--- src/hdl/snae_pkg.sv ---
// Shared constants, types and helpers for the sparse negacyclic
// autocorrelation energy block. No dependencies.
`default_nettype none

package snae_pkg;

  localparam int SEQ_LEN     = 128;
  localparam int HALF_LEN    = SEQ_LEN / 2;
  localparam int POS_W       = 7;
  localparam int UNIT_TERMS  = 6;
  localparam int HEAVY_TERMS = 3;
  localparam int NUM_TERMS   = UNIT_TERMS + HEAVY_TERMS;
  localparam int NUM_PAIRS   = NUM_TERMS * (NUM_TERMS - 1) / 2;

  // distance arithmetic must hold both a position and SEQ_LEN itself
  localparam int SEQ_BITS = $clog2(SEQ_LEN) + 1;
  localparam int D_W      = (POS_W > SEQ_BITS) ? POS_W : SEQ_BITS;
  localparam int LAG_W    = $clog2(HALF_LEN);

  localparam int WT_W  = 3;   // term weight, -2 .. 2
  localparam int CT_W  = 4;   // pair product, -4 .. 4
  localparam int C_W   = 7;   // lag value, -63 .. 63
  localparam int MAG_W = 6;   // |lag value|
  localparam int E_W   = 12;  // energy

  localparam int SUB_PAIRS = 6;
  localparam int NSUB      = (NUM_PAIRS + SUB_PAIRS - 1) / SUB_PAIRS;
  localparam int GRP       = 8;
  localparam int NGRP      = (HALF_LEN + GRP - 1) / GRP;

  localparam int ENERGY_MAX = 3969;

  localparam int CFG_IDX_W = 2;
  localparam logic [CFG_IDX_W-1:0] REG_WINDOW_LOW  = 2'd0;
  localparam logic [CFG_IDX_W-1:0] REG_WINDOW_HIGH = 2'd1;
  localparam logic [E_W-1:0]       WIN_LOW_RST     = 12'd2;
  localparam logic [E_W-1:0]       WIN_HIGH_RST    = 12'd6;

  typedef struct packed {
    logic                                  mode;
    logic [UNIT_TERMS-1:0][POS_W-1:0]      pos;
    logic [UNIT_TERMS-1:0]                 unit_signs;
    logic [HEAVY_TERMS-1:0][POS_W-1:0]     heavy_pos;
    logic [HEAVY_TERMS-1:0]                heavy_neg;
  } item_t;

  typedef struct packed {
    logic [LAG_W-1:0] lag;   // zero: pair dropped
    logic [CT_W-1:0]  w;     // two's complement product
  } pair_t;

  typedef struct packed {
    logic [E_W-1:0] low;
    logic [E_W-1:0] high;
  } win_cfg_t;

  function automatic logic [C_W-1:0] sext_ct(input logic [CT_W-1:0] v);
    return {{(C_W - CT_W){v[CT_W-1]}}, v};
  endfunction

endpackage

`default_nettype wire

--- src/hdl/snae_energy_sum.sv ---
// Energy: square of each lag value, grouped sums, total and window compare.
// Three register stages, the last one is the output register. Depends on snae_pkg.
`default_nettype none

module snae_energy_sum import snae_pkg::*; (
  input  wire logic                        clk,
  input  wire logic                        rst,
  input  wire win_cfg_t                    win,
  input  wire logic                        in_valid,
  output logic                             in_ready,
  input  wire logic [HALF_LEN-1:0][C_W-1:0] in_lag,
  output logic                             out_valid,
  input  wire logic                        out_ready,
  output logic [E_W-1:0]                   energy,
  output logic                             flag
);

  logic [HALF_LEN-1:0][E_W-1:0] sq_c;
  logic [HALF_LEN-1:0][E_W-1:0] sq;
  logic                         sq_valid;
  logic [NGRP-1:0][E_W-1:0]     grp_c;
  logic [NGRP-1:0][E_W-1:0]     grp;
  logic                         grp_valid;
  logic [E_W-1:0]               total_c;
  logic                         adv_sq;
  logic                         adv_grp;
  logic                         adv_out;

  always_comb begin
    for (int l = 0; l < HALF_LEN; l++) begin
      logic [C_W-1:0]       neg;
      logic [MAG_W-1:0]     mag;
      logic [2*MAG_W-1:0]   wide;
      neg  = C_W'(0) - in_lag[l];
      mag  = in_lag[l][C_W-1] ? neg[MAG_W-1:0] : in_lag[l][MAG_W-1:0];
      wide = (2*MAG_W)'(mag) * (2*MAG_W)'(mag);
      sq_c[l] = E_W'(wide);
    end
  end

  always_comb begin
    for (int g = 0; g < NGRP; g++) begin
      grp_c[g] = '0;
      for (int i = 0; i < GRP; i++) begin
        if ((g * GRP + i) < HALF_LEN) begin
          grp_c[g] = grp_c[g] + sq[g*GRP+i];
        end
      end
    end
  end

  always_comb begin
    total_c = '0;
    for (int g = 0; g < NGRP; g++) begin
      total_c = total_c + grp[g];
    end
  end

  assign adv_out  = !out_valid || out_ready;
  assign adv_grp  = !grp_valid || adv_out;
  assign adv_sq   = !sq_valid || adv_grp;
  assign in_ready = adv_sq;

  always_ff @(posedge clk) begin
    if (rst) begin
      sq_valid  <= 1'b0;
      grp_valid <= 1'b0;
      out_valid <= 1'b0;
    end else begin
      if (adv_sq) begin
        sq_valid <= in_valid;
      end
      if (adv_grp) begin
        grp_valid <= sq_valid;
      end
      if (adv_out) begin
        out_valid <= grp_valid;
      end
    end
  end

  always_ff @(posedge clk) begin
    if (adv_sq && in_valid) begin
      sq <= sq_c;
    end
    if (adv_grp && sq_valid) begin
      grp <= grp_c;
    end
    if (adv_out && grp_valid) begin
      energy <= total_c;
      flag   <= (total_c >= win.low) && (total_c <= win.high);
    end
  end

endmodule

`default_nettype wire

--- config.mk ---
export PLATFORM = sky130hd
export DESIGN_NAME = snae_energy_sum
export DESIGN_NICKNAME = d
export VERILOG_FILES = /design/src/hdl/snae_pkg.sv /design/src/hdl/snae_energy_sum.sv
export SDC_FILE = /design/constraint.sdc
export NUM_CORES = 2
export LEC_CHECK = 0
export BUFFER_PORTS_ARGS = -buffer_cell sky130_fd_sc_hd__buf_4
export CORE_MARGIN = 2
export CORE_UTILIZATION = 30
export CTS_CLUSTER_SIZE = 14
export DETAILED_ROUTE_END_ITERATION = 7
export MAX_ROUTING_LAYER = met4
export SLEW_MARGIN = 5
export SYNTH_ARGS = -nofsm -noshare
export SYNTH_HDL_FRONTEND = slang
export SYNTH_SLANG_ARGS = --single-unit
--- constraint.sdc ---
create_clock -name clk -period 42.9 [get_ports clk]
set_input_delay 8.58 -clock clk [delete_from_list [all_inputs] [get_ports clk]]
set_output_delay 8.58 -clock clk [all_outputs]
set_load 0.05 [all_outputs]
* Word level (Yosys, flattened, before mapping)
Index checks and enable logic that the tools add are counted.
Widths: inputs -> output; s select.
** Word-level totals
- Register bits :: 880
- Input port bits :: 476
- Output and inout bits :: 15
** Cells by class
- Add/sub/neg operators :: 127
- Multipliers :: 64
- Magnitude comparators :: 2
- Multiplexer cells :: 64
- Reduce and logical (&&, ||, !) cells :: 10
** Operators by type and width (number)
- $mul 6x6->12 :: 64
- $add 12x12->12 :: 63
- $mux 6 :: 64
- $sub 1x6->6 const A :: 64
- $ge 12x12->1 :: 1
- $le 12x12->1 :: 1
- $logic_and 1x1->1 :: 4
- $logic_not 1->1 :: 3
- $logic_or 1x1->1 :: 3

* Longest topological paths before layout
- Depth after elaboration :: 9
- Mapped depth :: 21

* Least setup slack after synthesis
No wires, ideal clock.
- Kind :: input-to-reg
- Start point :: input out_ready
- End point :: register sq[0] (netlist bit) (enable)
- Setup time :: 2.198 ns
- Data arrival time :: 43.409 ns
- Slack :: -2.707 ns
- Stages on the path :: 2
- Path buffers :: 0
- Path through :: nor2b_1 a31oi_1
** Between the ends
- Cells in the longest elaborated chain, start to end :: 4
** Ends and longest elaborated chain
- start: declaration :: RTL line snae_energy_sum.sv:13 : input wire logic out_ready,
- $logic_or 1x1->1 :: RTL line snae_energy_sum.sv:59 : assign adv_out = !out_valid || out_ready;
- $logic_or 1x1->1 :: RTL line snae_energy_sum.sv:60 : assign adv_grp = !grp_valid || adv_out;
- $logic_or 1x1->1 :: RTL line snae_energy_sum.sv:61 : assign adv_sq = !sq_valid || adv_grp;
- $logic_and 1x1->1 :: RTL line snae_energy_sum.sv:83 : if (adv_sq && in_valid) begin
- end signal: assignment :: RTL line snae_energy_sum.sv:84 : sq <= sq_c;
- end: declaration :: RTL line snae_energy_sum.sv:19 : logic [HALF_LEN-1:0][E_W-1:0] sq;
Every way passes these cells.
A chain may end at the register's enable or synchronous reset.

* Worst setup path after layout
- Start point :: input out_ready
- End point :: output in_ready
** Between the ends
- Cells in the longest elaborated chain, start to end :: 3
** Ends and longest elaborated chain
- $logic_or 1x1->1 :: RTL line snae_energy_sum.sv:59
- $logic_or 1x1->1 :: RTL line snae_energy_sum.sv:60
- $logic_or 1x1->1 :: RTL line snae_energy_sum.sv:61
- end: declaration :: RTL line snae_energy_sum.sv:10 : output logic in_ready,
Every way passes these cells.

==> summary.md <==
| Metric | Value |
|---|---|
| Dpl hpwl | `187000 um` |
| Post-Route WL | `221000 um` |
| Clk buf depth | `3` |
| Area grow syn2layout | `13.8%` |
| Rows | `202` |
| Fin crit share | `0.424` |
| Clock Skew | `0.0597 ns` |
| Pre-CTS setup slack | `24.70 ns` |
| I/O pin count | `491` |
| Root buf cell | `clkbuf_16` |
| Hold Buf Count CTS | `0` |
| Port buffer count | `490` |
| RSZ-0062 raised after global routing | `no` |
| Die W | `554 um` |
| Worst-margin pin slew | `0.997 ns` |
| Share of the synthesized area in the top cell type | `0.269` |
| Netlist cell types | `60` |
| Worst Path Required | `34.32 ns` |
| Clock Latency Late Sink | `0.78 ns` |
| Starting Density | `0.301` |
| Die Height | `554 um` |
| Setup violators final | `0` |
| GRT met3 Usage | `0.0230` |
| Die area | `307000 um^2` |
| Clock sinks | `816` |
| Initial antenna violation count | `46` |
| Number of synthesized flops with an enable pin | `813` |
| Tmin final | `18.20 ns` |
| Maximum fanout along the worst path | `6` |
| Syn Area/Cell | `10.3 um^2` |
| NumNets Final | `12000` |
| Congestion Overflow GR | `0` |
| DR iter-0 viols | `3305` |
| GRT Util Overall | `0.150` |
| Met2 usage | `0.239` |
| Fmax | `0.0550 GHz` |
| Via Count | `60300` |
| Synth warn | `0` |
| Via density | `4.46` |
| Fillers | `30500` |
| First-pass GRT wire length | `348000 um` |
| Drt wl/cell | `16.3 um` |
| DRC errors left | `0` |
| Syn Std Cell Area | `90900 um^2` |
| Worst Setup Start Kind | `primary input` |
| Final worst slack | `24.70 ns` |
| Fin. Hold Viols | `0` |
| Yosys top cell by area | `edfxtp_1` |
| Flops & latches, synth | `816` |
| FF+latch area | `24500 um^2` |
| Core ar. | `302000 um^2` |
| Main synth FF type | `edfxtp_1` |
| Kind of critical path | `primary input to output port` |
| Drt first pass iters | `7` |
| Area of the multi-input gates | `60600 um^2` |
| GR peak layer | `met2` |
| TNS Setup | `0 ns` |
| Register area share after synthesis | `0.269` |
| Synth Instances | `8842` |
| CTS Buf Count | `108` |
| Slew Limit Fails | `0` |
| Async SR Flop Fraction | `0` |
| Crit. End Element | `output port` |
| Largest net degree at the start of global routing | `144` |
| Reg clk slew, reported paths | `0.06 ns` |
| PostCTS Resize Cnt | `0` |
| Vias in the first global route | `61200` |
| Worst Hold Class | `flip-flop to flip-flop` |
| Max H-tree Level | `3` |
| Slew HR | `0.335` |
| DRT antenna net count | `0` |
| Max Cap Viol | `0` |
| CTS tree | `yes` |
| Final GP Congestion | `0.837` |
| CP arrival | `9.62 ns` |
| Post-CTS Setup Inserts | `0` |
| GR met1 Demand/Resource | `0.200` |
| Share of cells above drive strength 1 | `0.0889` |
| Dominant cells by area after synthesis | `edfxtp_1 (27%), fa_1 (23%), ha_1 (14%), inv_1 (6.3%), xnor2_1 (5.3%)` |
| Status | `finished, final reports clean` |
-- flip-flops by register name, indices dropped and copies added, names as in the netlist --
name       flops
out_valid      1
flag           1
sq_valid       1
grp           96
energy        12
sq           704
grp_valid      1
-- kinds of logic after synthesis --
| kind of cell | synth area share |
|---|---|
| simple gates | 0.133 |
| fa+ha+maj | 0.376 |
| buf+inv | 0.0655 |
| xor+xnor | 0.0883 |
| flops | 0.269 |
| compound gates | 0.0557 |
| mux | 0.0123 |
| other cells | 0.0000826 |
-- worst paths after layout --
| path | startpoint | to | slack (ns) | cells after the start |
|---|---|---|---|---|
| max reg2reg | grp[7]$_DFFE_PP_ | flag$_DFFE_PP_ | 37.28 | 21 |
| min reg2reg | sq_valid$_SDFFE_PP0N_ | grp_valid$_SDFFE_PP0P_ | 0.57 | 2 |
| min | sq_valid$_SDFFE_PP0N_ | grp_valid$_SDFFE_PP0P_ | 0.57 | 2 |
| max | out_ready | in_ready | 24.70 | 4 |
-- cell type report --
class,count,share of cell area
inverter,1521,0.0552
antenna,21,0.000508
tap,3978,0.0481
timing repair buffer,503,0.0367
multi-input combinational,6471,0.586
clock buffer,116,0.0264
sequential,816,0.237
clock inverter,85,0.0106
-- Yosys cell counts (all sizes together) (22+ instances only) --
cell    instances
a211oi         22
nor2         1081
o211ai         25
inv          1521
nand2         514
or2           128
a21o          110
o21a           81
a21oi         230
fa           1049
ha           1052
nor2b         159
nand3          57
nand4b         32
nand2b        137
mux2i         105
or3            90
nor3           83
xor2          368
edfxtp        813
o31ai          86
xnor2         548
o21ai         140
clkbuf         64
and3b          52
or4            63
nand3b         32
-- per-layer routing --
layer,vias up,wire [um],share of wire
li1,30000,-,-
met1,29100,103000,0.47
met2,934,102000,0.46
met3,231,10000,0.045
met4,0,4990,0.023
met5,-,0,0
-- worst max-delay path: stages --
cell,delay [ns]
buf_4,0.11
nor2b_1,0.52
nand3_1,0.18
buf_4,0.23
-- through the flow --
step / utilization / area [um^2] / hold slack, ns / instances
3_5_place_dp: 0.330 / 99600 / 0.563 / 13300
5_1_grt: 0.342 / 103000 / 0.618 / 13500
6_report: 0.342 / 103000 / 0.573 / 13500
2_1_floorplan: - / 91000 / 0.494 / 8872
3_3_place_gp: 0.330 / 99600 / 0.571 / 13300
4_1_cts: 0.342 / 103000 / 0.572 / 13500
-- layout by cell type, fill, tap and decap left out, types with 19 or more instances in the layout --
cell,Yosys,final
fa_1,1049,1049
inv_1,1521,1521
nand2_1,514,514
nor3_1,83,83
a21o_1,107,107
o211ai_1,25,25
diode_2,0,21
nand4_1,21,21
o21ai_0,138,138
buf_4,0,501
or2_2,128,128
and3_1,19,19
conb_1,2,32
nand2b_1,137,137
edfxtp_1,813,813
nor2_1,1073,1073
o31ai_1,86,86
ha_1,1052,1052
a211oi_1,22,22
xnor2_1,548,548
xor2_1,368,368
nand3b_1,32,32
a21oi_1,227,227
clkbuf_16,0,108
nand3_1,57,57
nand4b_1,32,32
o21a_1,81,81
mux2i_1,105,105
and3b_1,52,52
or4_1,63,63
bufinv_16,0,20
or3_1,90,90
nor2b_1,159,158
Power is left out: the tool's default activity adds up to more than one toggle a clock period on the data nets, which glitch-free logic cannot reach.
