`src/hdl/snae_pkg.sv`:
```
// Shared constants, types and helpers for the sparse negacyclic
// autocorrelation energy block. No dependencies.
`default_nettype none

package snae_pkg;

  localparam int SEQ_LEN     = 128;
  localparam int HALF_LEN    = SEQ_LEN / 2;
  localparam int POS_W       = 7;
  localparam int UNIT_TERMS  = 6;
  localparam int HEAVY_TERMS = 3;
  localparam int NUM_TERMS   = UNIT_TERMS + HEAVY_TERMS;
  localparam int NUM_PAIRS   = NUM_TERMS * (NUM_TERMS - 1) / 2;

  // distance arithmetic must hold both a position and SEQ_LEN itself
  localparam int SEQ_BITS = $clog2(SEQ_LEN) + 1;
  localparam int D_W      = (POS_W > SEQ_BITS) ? POS_W : SEQ_BITS;
  localparam int LAG_W    = $clog2(HALF_LEN);

  localparam int WT_W  = 3;   // term weight, -2 .. 2
  localparam int CT_W  = 4;   // pair product, -4 .. 4
  localparam int C_W   = 7;   // lag value, -63 .. 63
  localparam int MAG_W = 6;   // |lag value|
  localparam int E_W   = 12;  // energy

  localparam int SUB_PAIRS = 6;
  localparam int NSUB      = (NUM_PAIRS + SUB_PAIRS - 1) / SUB_PAIRS;
  localparam int GRP       = 8;
  localparam int NGRP      = (HALF_LEN + GRP - 1) / GRP;

  localparam int ENERGY_MAX = 3969;

  localparam int CFG_IDX_W = 2;
  localparam logic [CFG_IDX_W-1:0] REG_WINDOW_LOW  = 2'd0;
  localparam logic [CFG_IDX_W-1:0] REG_WINDOW_HIGH = 2'd1;
  localparam logic [E_W-1:0]       WIN_LOW_RST     = 12'd2;
  localparam logic [E_W-1:0]       WIN_HIGH_RST    = 12'd6;

  typedef struct packed {
    logic                                  mode;
    logic [UNIT_TERMS-1:0][POS_W-1:0]      pos;
    logic [UNIT_TERMS-1:0]                 unit_signs;
    logic [HEAVY_TERMS-1:0][POS_W-1:0]     heavy_pos;
    logic [HEAVY_TERMS-1:0]                heavy_neg;
  } item_t;

  typedef struct packed {
    logic [LAG_W-1:0] lag;   // zero: pair dropped
    logic [CT_W-1:0]  w;     // two's complement product
  } pair_t;

  typedef struct packed {
    logic [E_W-1:0] low;
    logic [E_W-1:0] high;
  } win_cfg_t;

  function automatic logic [C_W-1:0] sext_ct(input logic [CT_W-1:0] v);
    return {{(C_W - CT_W){v[CT_W-1]}}, v};
  endfunction

endpackage

`default_nettype wire

```
`src/hdl/snae_pair_stage.sv`:
```
// First pipeline stage: folded lag and signed weight product of every term pair.
// Depends on snae_pkg.
`default_nettype none

module snae_pair_stage import snae_pkg::*; (
  input  wire logic                        clk,
  input  wire logic                        rst,
  input  wire logic                        in_valid,
  output logic                             in_ready,
  input  wire item_t                       in_item,
  output logic                             out_valid,
  input  wire logic                        out_ready,
  output pair_t [NUM_PAIRS-1:0]            out_pairs
);

  logic [NUM_TERMS-1:0][POS_W-1:0] tpos;
  logic [NUM_TERMS-1:0][WT_W-1:0]  twt;
  pair_t [NUM_PAIRS-1:0]           pair_c;
  logic                            adv;

  function automatic pair_t make_pair(input logic [POS_W-1:0] pa,
                                      input logic [WT_W-1:0]  wa,
                                      input logic [POS_W-1:0] pb,
                                      input logic [WT_W-1:0]  wb);
    logic [POS_W-1:0]    d;
    logic [D_W-1:0]      dx;
    logic [2*WT_W-1:0]   prod;
    logic [CT_W-1:0]     w;
    pair_t               p;
    d    = (pa > pb) ? (pa - pb) : (pb - pa);
    dx   = D_W'(d);
    prod = {{WT_W{wa[WT_W-1]}}, wa} * {{WT_W{wb[WT_W-1]}}, wb};
    w    = prod[CT_W-1:0];
    p.lag = '0;
    p.w   = '0;
    if (dx != '0 && dx != D_W'(HALF_LEN)) begin
      if (dx < D_W'(HALF_LEN)) begin
        p.lag = LAG_W'(dx);
        p.w   = w;
      end else if (dx < D_W'(SEQ_LEN)) begin
        // folded lag, negacyclic wrap flips the sign
        p.lag = LAG_W'(D_W'(SEQ_LEN) - dx);
        p.w   = CT_W'(0) - w;
      end
    end
    return p;
  endfunction

  always_comb begin
    for (int i = 0; i < UNIT_TERMS; i++) begin
      tpos[i] = in_item.pos[i];
      twt[i]  = in_item.unit_signs[i] ? 3'b111 : 3'b001;
    end
    for (int i = 0; i < HEAVY_TERMS; i++) begin
      tpos[UNIT_TERMS+i] = in_item.heavy_pos[i];
      // weight zero removes a heavy term from every pair in mode 0
      if (!in_item.mode) begin
        twt[UNIT_TERMS+i] = '0;
      end else begin
        twt[UNIT_TERMS+i] = in_item.heavy_neg[i] ? 3'b110 : 3'b010;
      end
    end
  end

  for (genvar ga = 0; ga < NUM_TERMS; ga++) begin : g_a
    for (genvar gb = ga + 1; gb < NUM_TERMS; gb++) begin : g_b
      localparam int K = ga * (2 * NUM_TERMS - ga - 1) / 2 + (gb - ga - 1);
      assign pair_c[K] = make_pair(tpos[ga], twt[ga], tpos[gb], twt[gb]);
    end
  end

  assign adv      = !out_valid || out_ready;
  assign in_ready = adv;

  always_ff @(posedge clk) begin
    if (rst) begin
      out_valid <= 1'b0;
    end else if (adv) begin
      out_valid <= in_valid;
    end
  end

  always_ff @(posedge clk) begin
    if (adv && in_valid) begin
      out_pairs <= pair_c;
    end
  end

endmodule

`default_nettype wire

```
`config.mk`:
```
export PLATFORM = sky130hd
export DESIGN_NAME = snae_pair_stage
export DESIGN_NICKNAME = d
export VERILOG_FILES = /design/src/hdl/snae_pkg.sv /design/src/hdl/snae_pair_stage.sv
export SDC_FILE = /design/constraint.sdc
export NUM_CORES = 1
export LEC_CHECK = 0
export ABC_AREA = 1
export BUFFER_PORTS_ARGS = -buffer_cell sky130_fd_sc_hd__buf_2
export CAP_MARGIN = 20
export CORE_MARGIN = 2
export CORE_UTILIZATION = 35
export CTS_BUF_LIST = sky130_fd_sc_hd__clkbuf_8
export DETAILED_ROUTE_END_ITERATION = 7
export GPL_TIMING_DRIVEN = 0
export HOLD_SLACK_MARGIN = 0.03
export PLACE_DENSITY_LB_ADDON = 0.25
export SKIP_LAST_GASP = 1
export SYNTH_ARGS = -nofsm -noshare
export SYNTH_HDL_FRONTEND = slang
export SYNTH_SLANG_ARGS = --single-unit
```
`constraint.sdc`:
```
create_clock -name clk -period 24.6 [get_ports clk]
set_clock_uncertainty 0.1 [all_clocks]
set_input_delay 2.46 -clock clk [delete_from_list [all_inputs] [get_ports clk]]
set_output_delay 2.46 -clock clk [all_outputs]
set_load 0.01 [all_outputs]
```
# Word level (Yosys, flattened, before mapping)

Cells that the tools add are included.

Input port bits: 77
Flip-flop bits (word level): 361
Output and inout port bits: 362

Eq/ne operators: 36
Add/subtract/negate cells: 144
Reductions and logical operators: 75
Multipliers: 36
Mux-type cells: 84
$lt $le $gt $ge: 72

Operators with widths:

| cell                                            | number |
|---|---|
| subtractor 7 bit                                | 72 |
| two-way mux 10 bit                              | 36 |
| greater-than comparator 7 bit                   | 36 |
| < comparator 7 bit, second input constant       | 36 |
| two-way mux 7 bit                               | 36 |
| != test 7 bit, second input constant            | 36 |
| nonzero test 7 bit                              | 36 |
| subtractor 1 x 6 -> 6 bit, first input constant | 36 |
| multiplier 3 x 3 -> 4 bit                       | 36 |
| subtractor 1 x 4 -> 4 bit, first input constant | 36 |
| logical AND 1 bit                               | 37 |
| two-way mux 3 bit                               | 12 |
| zero test 1 bit                                 | 1 |
| logical OR 1 bit                                | 1 |

# Logic depth before layout (Yosys ltp)

Gate-level depths: netlist (run 1).

Word-level depth: 5
Gate-level depth with buffers: 19

# Worst setup path before layout (run 1)

Ideal clock, no wire load.

Path type: input to register
Start: input port in_valid
End: register out_pairs[0] in the netlist's numbering, enable pin
Cell stages on the path: 2
Slack: 6.259 ns
Library setup time: 1.075 ns
Path buffers: 0
Data required time: 23.425 ns
Arrival: 17.165 ns
Cell sequence: inv_1 -> a21oi_1

Word-level cells in the longest chain between the ends: 1

Ends and longest elaborated chain:

| what                   | line                  | source |
|---|---|---|
| start: declaration     | snae_pair_stage.sv:8  | `input wire logic in_valid,` |
| logical AND 1 bit      | snae_pair_stage.sv:84 | `if (adv && in_valid) begin` |
| end signal: assignment | snae_pair_stage.sv:85 | `out_pairs <= pair_c;` |
| end: declaration       | snae_pair_stage.sv:13 | `output pair_t [NUM_PAIRS-1:0] out_pairs` |

Every way passes these cells.
A chain may end at the register's enable or synchronous reset.

# Final worst setup path (run 1)

Start: input port in_item[4] in the netlist's numbering
End: register out_pairs[273] in the netlist's numbering, data pin

Word-level cells in the longest chain between the ends: 4

Ends and longest elaborated chain:

| what                                                                     | line                                         | source |
|---|---|---|
| start: declaration                                                       | snae_pair_stage.sv:10                        | `input wire item_t in_item,` |
| subtractor 7 bit / greater-than comparator 7 bit (equally long branches) | snae_pair_stage.sv:30                        | `d = (pa > pb) ? (pa - pb) : (pb - pa);` |
| two-way mux 7 bit *                                                      | snae_pair_stage.sv:30                        |  |
| < comparator 7 bit (tied with other cells)                               | snae_pair_stage.sv:37                        | `if (dx < D_W'(HALF_LEN)) begin` |
| two-way mux 10 bit / logical AND 1 bit (equally long branches)           | snae_pair_stage.sv:37, snae_pair_stage.sv:36 |  |

Mark *: on every way between the ends. The rest lies on a longest branch, timed or not.

==> metrics.txt, run 1 <==
status complete, no violations; average size of a mapped cell 7.07 um2; DIE HEIGHT 344 um; Setup Fix Bufs, Post-CTS 0; detailed-routing iteration count for the pre-antenna-repair pass 6; sequential fraction of the synthesis area 22.7%; standard-cell rows 124; clock power share 18.6%; switching power as a share of total power 44.8%; total wire length after detailed routing 147,000 um; mapped cell area 0.0406 mm2; share of the synthesized area in the top cell type 22.7%; worst min-delay path category flop to flop; top-level I/O count 439; sequential share of power 28.2%; maximum number of pins on one net before global-route repair 30; global-route wire length before repair 213,000 um; number of buffers inserted by port buffering 407; via count of the first global-routing pass 35.2k; register bit total from synthesis 307; number of enable-type register cells in the synthesized netlist 306; Final Critical Period 5.75 ns; Clk Latency, worst-skew pair 0.70 ns; Post-synth top cells sky130_fd_sc_hd__nand2_1, sky130_fd_sc_hd__inv_1, sky130_fd_sc_hd__ha_1, sky130_fd_sc_hd__nand3_1, sky130_fd_sc_hd__a21oi_1; layout overhead on the synthesized area 14.1%; overall overflow remaining after global route 0; combinational group share of total power 53.2%; HPWL Detailed 111,000 um; Internal Pwr Total 1.48 mW; detail-routed via count per cell 4.83; Layout Cell Area excl Fill 0.0463 mm2; post-placement worst setup slack 18.21 ns; power density over the cells 57.8 mW/mm2; total DRC errors in the routed layout 0; Yosys warning count 0; Final Core Density 40.4%; number of vias in the routed layout 37.8k; TritonCTS sink count 307; CTS Hold Buffers Added 0; Max Fanout on Critical Path 17; Hold Fails Final Rpt 0; headroom to the max-slew limit 20.9%; die area 0.119 mm2; Leak Pwr 25.3 nW; maximum vdd drop 0.0368 mV; count of pins over their slew limit 0; number of setup violations in the final report 0; Data arrival, critical path 6.10 ns; required time of the critical path 24.95 ns; Core ar. 0.115 mm2; fraction of the cycle the final worst path needs 23.4%; Gate Count Post-Synth 5,740; starting utilization of the core area 35.4%; Max Clk Rate 0.174 GHz; number of buffers on the longest clock path 3; transition time at the pin with the least slew margin 1.19 ns; layout filler cell count 12.1k; ratio of cells with drive above 1 in the final layout 16.6%; cell accounting for the most synthesized area sky130_fd_sc_hd__edfxtp_1; wire length per cell 18.7 um; least setup slack across all paths after layout 18.85 ns; unrepaired setup endpoints after global routing false; predominant post-synthesis flop cell sky130_fd_sc_hd__edfxtp_1; number of design-rule violations left by the first detailed-router iteration 2,588; clock tree root buffer cell sky130_fd_sc_hd__clkbuf_8; global placement routability congestion 0.933; area post-placement 0.0451 mm2; type of element capturing the critical path flop; clock edge transition at the registers on the reported setup and hold paths 0.06 ns; setup TNS after final layout 0 ns; H-tree Lvls 2; maxcap violations 0; number of nets in the layout 6,934; CP Launch Type input port; share of flip-flops with an asynchronous set or reset after synthesis 0%; CTS buffer count 56; Post-DRT Antenna Nets 0; width of the die 344 um; combined global-route utilization of all metal layers 24.2%; cell with the most instances after synthesis sky130_fd_sc_hd__nand2_1; leading cell types by total area after synthesis sky130_fd_sc_hd__edfxtp_1, sky130_fd_sc_hd__nand2_1, sky130_fd_sc_hd__ha_1; Distinct cells, synth 50; post-CTS resize count 0; TritonCTS clock tree built; NetSw 1.20 mW; worst setup path class input port to flop; number of antenna violations at the first check in global routing 22
## registers in the layout, summed over array words and instances (netlist names)
| register | flops |
|---|---|
| out_pairs | 306 |
| out_valid | 1 |
## cells by family (layout without fill, tap and decap cells)
| group | count (synthesis) | count (layout) | share of synthesized area, % |
|---|---|---|---|
| buf+inv | 1095 | 1630 | 11.6 |
| simple gates | 2868 | 2868 | 31.2 |
| xor+xnor | 338 | 338 | 7.30 |
| compound gates | 527 | 527 | 7.15 |
| fa+ha+maj | 604 | 604 | 20.0 |
| flops | 307 | 307 | 22.7 |
| other cells | 1 | 40 | 0.00925 |
## power by group through the flow
stage          Combinational, mW  Clock, mW  Sequential (mW)
2_1_floorplan              0.924          0            0.828
3_3_place_gp                1.38          0            0.794
3_5_place_dp                1.41          0            0.766
4_1_cts                     1.42      0.518            0.758
5_1_grt                     1.60      0.539            0.764
6_report                    1.42      0.497            0.755
## cell type report
type / instances / area [um2] / area share [%]
Antenna cell: 16 / 40.0 / 0.0865
Buffer: 158 / 1180 / 2.56
Clock buffer: 58 / 798 / 1.73
Clock inverter: 45 / 307 / 0.663
Inverter: 937 / 3530 / 7.64
Multi-Input combinational cell: 4361 / 26700 / 57.8
Sequential cell: 307 / 9210 / 19.9
Tap cell: 1512 / 1890 / 4.09
Timing Repair Buffer: 432 / 2570 / 5.57
## layer usage
metal  GRT usage (%)  wire length (um)
met2            38.9             65400
met4            10.1              6580
met1            31.7             63700
met3            4.40             11000
met5               0                76
## placed cells by master, fill, tap and decap left out, types with 60 or more instances in the layout
master / n
sky130_fd_sc_hd__nand2_1: 1924
sky130_fd_sc_hd__inv_1: 881
sky130_fd_sc_hd__ha_1: 532
sky130_fd_sc_hd__buf_2: 439
sky130_fd_sc_hd__nand3_1: 389
sky130_fd_sc_hd__a21oi_1: 315
sky130_fd_sc_hd__edfxtp_1: 306
sky130_fd_sc_hd__xor2_1: 220
sky130_fd_sc_hd__nor2_1: 205
sky130_fd_sc_hd__nand2_2: 136
sky130_fd_sc_hd__xnor2_1: 118
sky130_fd_sc_hd__o21ai_0: 90
sky130_fd_sc_hd__buf_4: 89
sky130_fd_sc_hd__fa_1: 72
sky130_fd_sc_hd__inv_2: 62
sky130_fd_sc_hd__o21ai_1: 60
## per-stage QoR
step | power (mW) | std cells | hold slack (ns)
after floorplan | 1.75 | 5763 | 0.477
after global placement | 2.18 | 7682 | 0.383
after detailed placement | 2.18 | 7706 | 0.420
after CTS | 2.69 | 7809 | 0.431
after global routing | 2.90 | 7817 | 0.449
final | 2.67 | 7826 | 0.430
## path summary, 6_finish.rpt
path,start,endpoint,slack [ns],cells after the start
max,in_item[4],out_pairs[273]$_SDFFCE_PN0P_,18.85,16
max reg2reg,out_valid$_SDFFE_PP0N_,out_pairs[7]$_SDFFCE_PN0P_,21.98,7
min,out_valid$_SDFFE_PP0N_,out_valid$_SDFFE_PP0N_,0.43,2
min reg2reg,out_valid$_SDFFE_PP0N_,out_valid$_SDFFE_PP0N_,0.43,2
## critical path, stage by stage
cell and delay (ns):
sky130_fd_sc_hd__buf_2 0.65, sky130_fd_sc_hd__inv_1 0.37, sky130_fd_sc_hd__buf_12 0.27, sky130_fd_sc_hd__ha_1 0.34, sky130_fd_sc_hd__nand3_1 0.09, sky130_fd_sc_hd__nand2_1 0.12, sky130_fd_sc_hd__nand2_1 0.06, sky130_fd_sc_hd__nand2_1 0.13
sky130_fd_sc_hd__nand2_4 0.10, sky130_fd_sc_hd__o21ai_1 0.21, sky130_fd_sc_hd__ha_1 0.22, sky130_fd_sc_hd__nand3_1 0.10, sky130_fd_sc_hd__nor2_2 0.17, sky130_fd_sc_hd__nand3_1 0.32, sky130_fd_sc_hd__nand3_1 0.37, sky130_fd_sc_hd__inv_1 0.08
No activity file was read; power rests on OpenSTA's default activity.
==> inputs of run 2 (changes only) <==
==> constraint.sdc (replaced) <==
create_clock -name clk -period 5.7 [get_ports clk]
set_clock_uncertainty 0.1 [all_clocks]
set_input_delay 0.57 -clock clk [delete_from_list [all_inputs] [get_ports clk]]
set_output_delay 0.57 -clock clk [all_outputs]
set_load 0.01 [all_outputs]
==> metrics.txt, run 2 (synthesized netlist as in run 1, its figures left out) <==
CP bufs+invs 4; top-level I/O count 439; power density over the cells 250 mW/mm2; number of antenna violations at the first check in global routing 22; type of element capturing the critical path flop; setup TNS after final layout 0 ns; Leak Pwr 25.2 nW; ratio of cells with drive above 1 in the final layout 16.5%; total wire length after detailed routing 147,000 um; TritonCTS sink count 307; top library cells by usage in the layout, fill and taps aside sky130_fd_sc_hd__nand2_1, sky130_fd_sc_hd__inv_1, sky130_fd_sc_hd__ha_1, sky130_fd_sc_hd__buf_2, sky130_fd_sc_hd__nand3_1; Post-DRT Antenna Nets 0; global-route wire length before repair 213,000 um; clock edge transition at the registers on the reported setup and hold paths 0.06 ns; number of design-rule violations left by the first detailed-router iteration 2,592; stage delay of the slowest cell on the critical path 0.61 ns; DIE HEIGHT 344 um; total DRC errors in the routed layout 0; standard-cell rows 124; number of buffers inserted by port buffering 407; detail-routed via count per cell 4.84; Max Fanout on Critical Path 17; transition time at the pin with the least slew margin 1.14 ns; die area 0.119 mm2; CTS buffer count 57; worst setup path class input port to flop; maxcap violations 0; headroom to the max-slew limit 23.7%; critical-path cell with the highest stage delay sky130_fd_sc_hd__buf_2; number of setup violations in the final report 0; fraction of the cycle the final worst path needs 67.3%; maximum number of pins on one net before global-route repair 31; Hold Fails Final Rpt 0; Core ar. 0.115 mm2; registers with the most flip-flops out_pairs: 306 flops, out_valid: 1 flops; number of buffers on the longest clock path 3; detailed-routing iteration count for the pre-antenna-repair pass 5; Layout Cells excl Fill 7,821; H-tree Lvls 2; overall overflow remaining after global route 0; global placement routability congestion 0.933; Top Family by Delay on Critical Path simple AND/OR/NAND/NOR gates; Placed Cells 7,706; required time of the critical path 6.05 ns; cell chain of the critical path buf_2 -> inv_1 -> buf_12 -> ha_1 -> nand3_1 -> nand2_1 -> nand2_1 -> nand2_1 -> nand2_4 -> o21ai_1 -> ha_1 -> nand3_1 -> nor2_2 -> nand3_1 -> nand2_1 -> inv_1; TritonCTS clock tree built; count of pins over their slew limit 0; combined global-route utilization of all metal layers 24.1%; number of vias in the routed layout 37.9k; most common library cell in the layout ignoring fill and taps sky130_fd_sc_hd__nand2_1; CP Launch Type input port; register with the highest flop count out_pairs; wire length per cell 18.8 um; HPWL Detailed 111,000 um; dominant cell type by count on the critical path sky130_fd_sc_hd__nand2_1; Max Clk Rate 0.261 GHz; Clk Latency, worst-skew pair 0.69 ns; width of the die 344 um; maximum vdd drop 0.159 mV; status complete, no violations; Final Critical Period 3.84 ns; via count of the first global-routing pass 35.4k; worst min-delay path category input port to flop; clock tree root buffer cell sky130_fd_sc_hd__clkbuf_8; flip-flop count of the largest register after layout 306; layout overhead on the synthesized area 14.1%; number of nets in the layout 6,936; starting utilization of the core area 35.4%; Data arrival, critical path 4.18 ns; unrepaired setup endpoints after global routing false
[run 2: changes by cell type in the layout (fill, tap and decap cells not counted), moves of 2 or more]
cell / change
sky130_fd_sc_hd__diode_2: -3
sky130_fd_sc_hd__inv_1: -6
sky130_fd_sc_hd__clkinv_2: -3
sky130_fd_sc_hd__clkinv_1: +5
sky130_fd_sc_hd__buf_8: -2
sky130_fd_sc_hd__clkinvlp_4: +2
sky130_fd_sc_hd__dlygate4sd3_1: +2
[run 2: worst paths after layout]
path                     startpoint                            to  slack, ns  cells past startpoint
min                        in_valid  out_pairs[155]$_SDFFCE_PN0P_       0.25                      3
max reg2reg  out_valid$_SDFFE_PP0N_   out_pairs[75]$_SDFFCE_PN0P_       2.96                      7
max                      in_item[4]  out_pairs[275]$_SDFFCE_PN0P_       1.86                     16
min reg2reg  out_valid$_SDFFE_PP0N_  out_pairs[155]$_SDFFCE_PN0P_       0.67                      1
[run 2: layer usage]
layer,global-route usage [%],part of all wire (%)
met1,31.3,44
met2,38.8,44
met3,4.95,7.0
met4,10.1,4.7
met5,0,0.099
[run 2: layout make-up]
| type | count | area [um2] |
|---|---|---|
| Fill cell | 12100 | 68400 |
| Multi-Input combinational cell | 4361 | 26700 |
| Sequential cell | 307 | 9210 |
| Inverter | 937 | 3540 |
| Timing Repair Buffer | 433 | 2580 |
| Tap cell | 1512 | 1890 |
| Buffer | 158 | 1180 |
| Clock buffer | 57 | 785 |
| Clock inverter | 43 | 319 |
| Antenna cell | 13 | 32.5 |
[run 2: tightest hold or removal path, cell delays in order]
cell	delay, ns
sky130_fd_sc_hd__buf_2	0.10
sky130_fd_sc_hd__inv_2	0.07
sky130_fd_sc_hd__a21oi_4	0.11
[run 2: repair_timing]
action | 4_1_cts | 5_1_grt
hold endpoints to repair | 1 | 0
gates resized for setup | 0 | 0
buffers inserted | 0 | 0
hold buffers | 2 | 0
[run 2: through the flow]
stage | area [um2] | hold WS [ns] | setup slack [ns] | utilization (%) | power, mW
final | 46300 | 0.250 | 1.86 | 40.4 | 11.6
after global placement | 44600 | 0.409 | -3.04 | 38.9 | 9.35
after global routing | 46300 | 0.215 | 1.66 | 40.3 | 12.5
after detailed placement | 45100 | 0.423 | 1.20 | 39.4 | 9.41
after floorplan | 40700 | 0.509 | -0.435 | - | 7.51
after CTS | 46200 | 0.181 | 1.97 | 40.3 | 11.7
[run 2: power breakdown]
group / switching [mW] / total (mW) / internal (mW) / leakage (nW)
registers: 0.132 / 3.25 / 3.12 / 2.95
logic: 4.03 / 6.15 / 2.13 / 21.7
clock network: 1.00 / 2.15 / 1.15 / 0.592
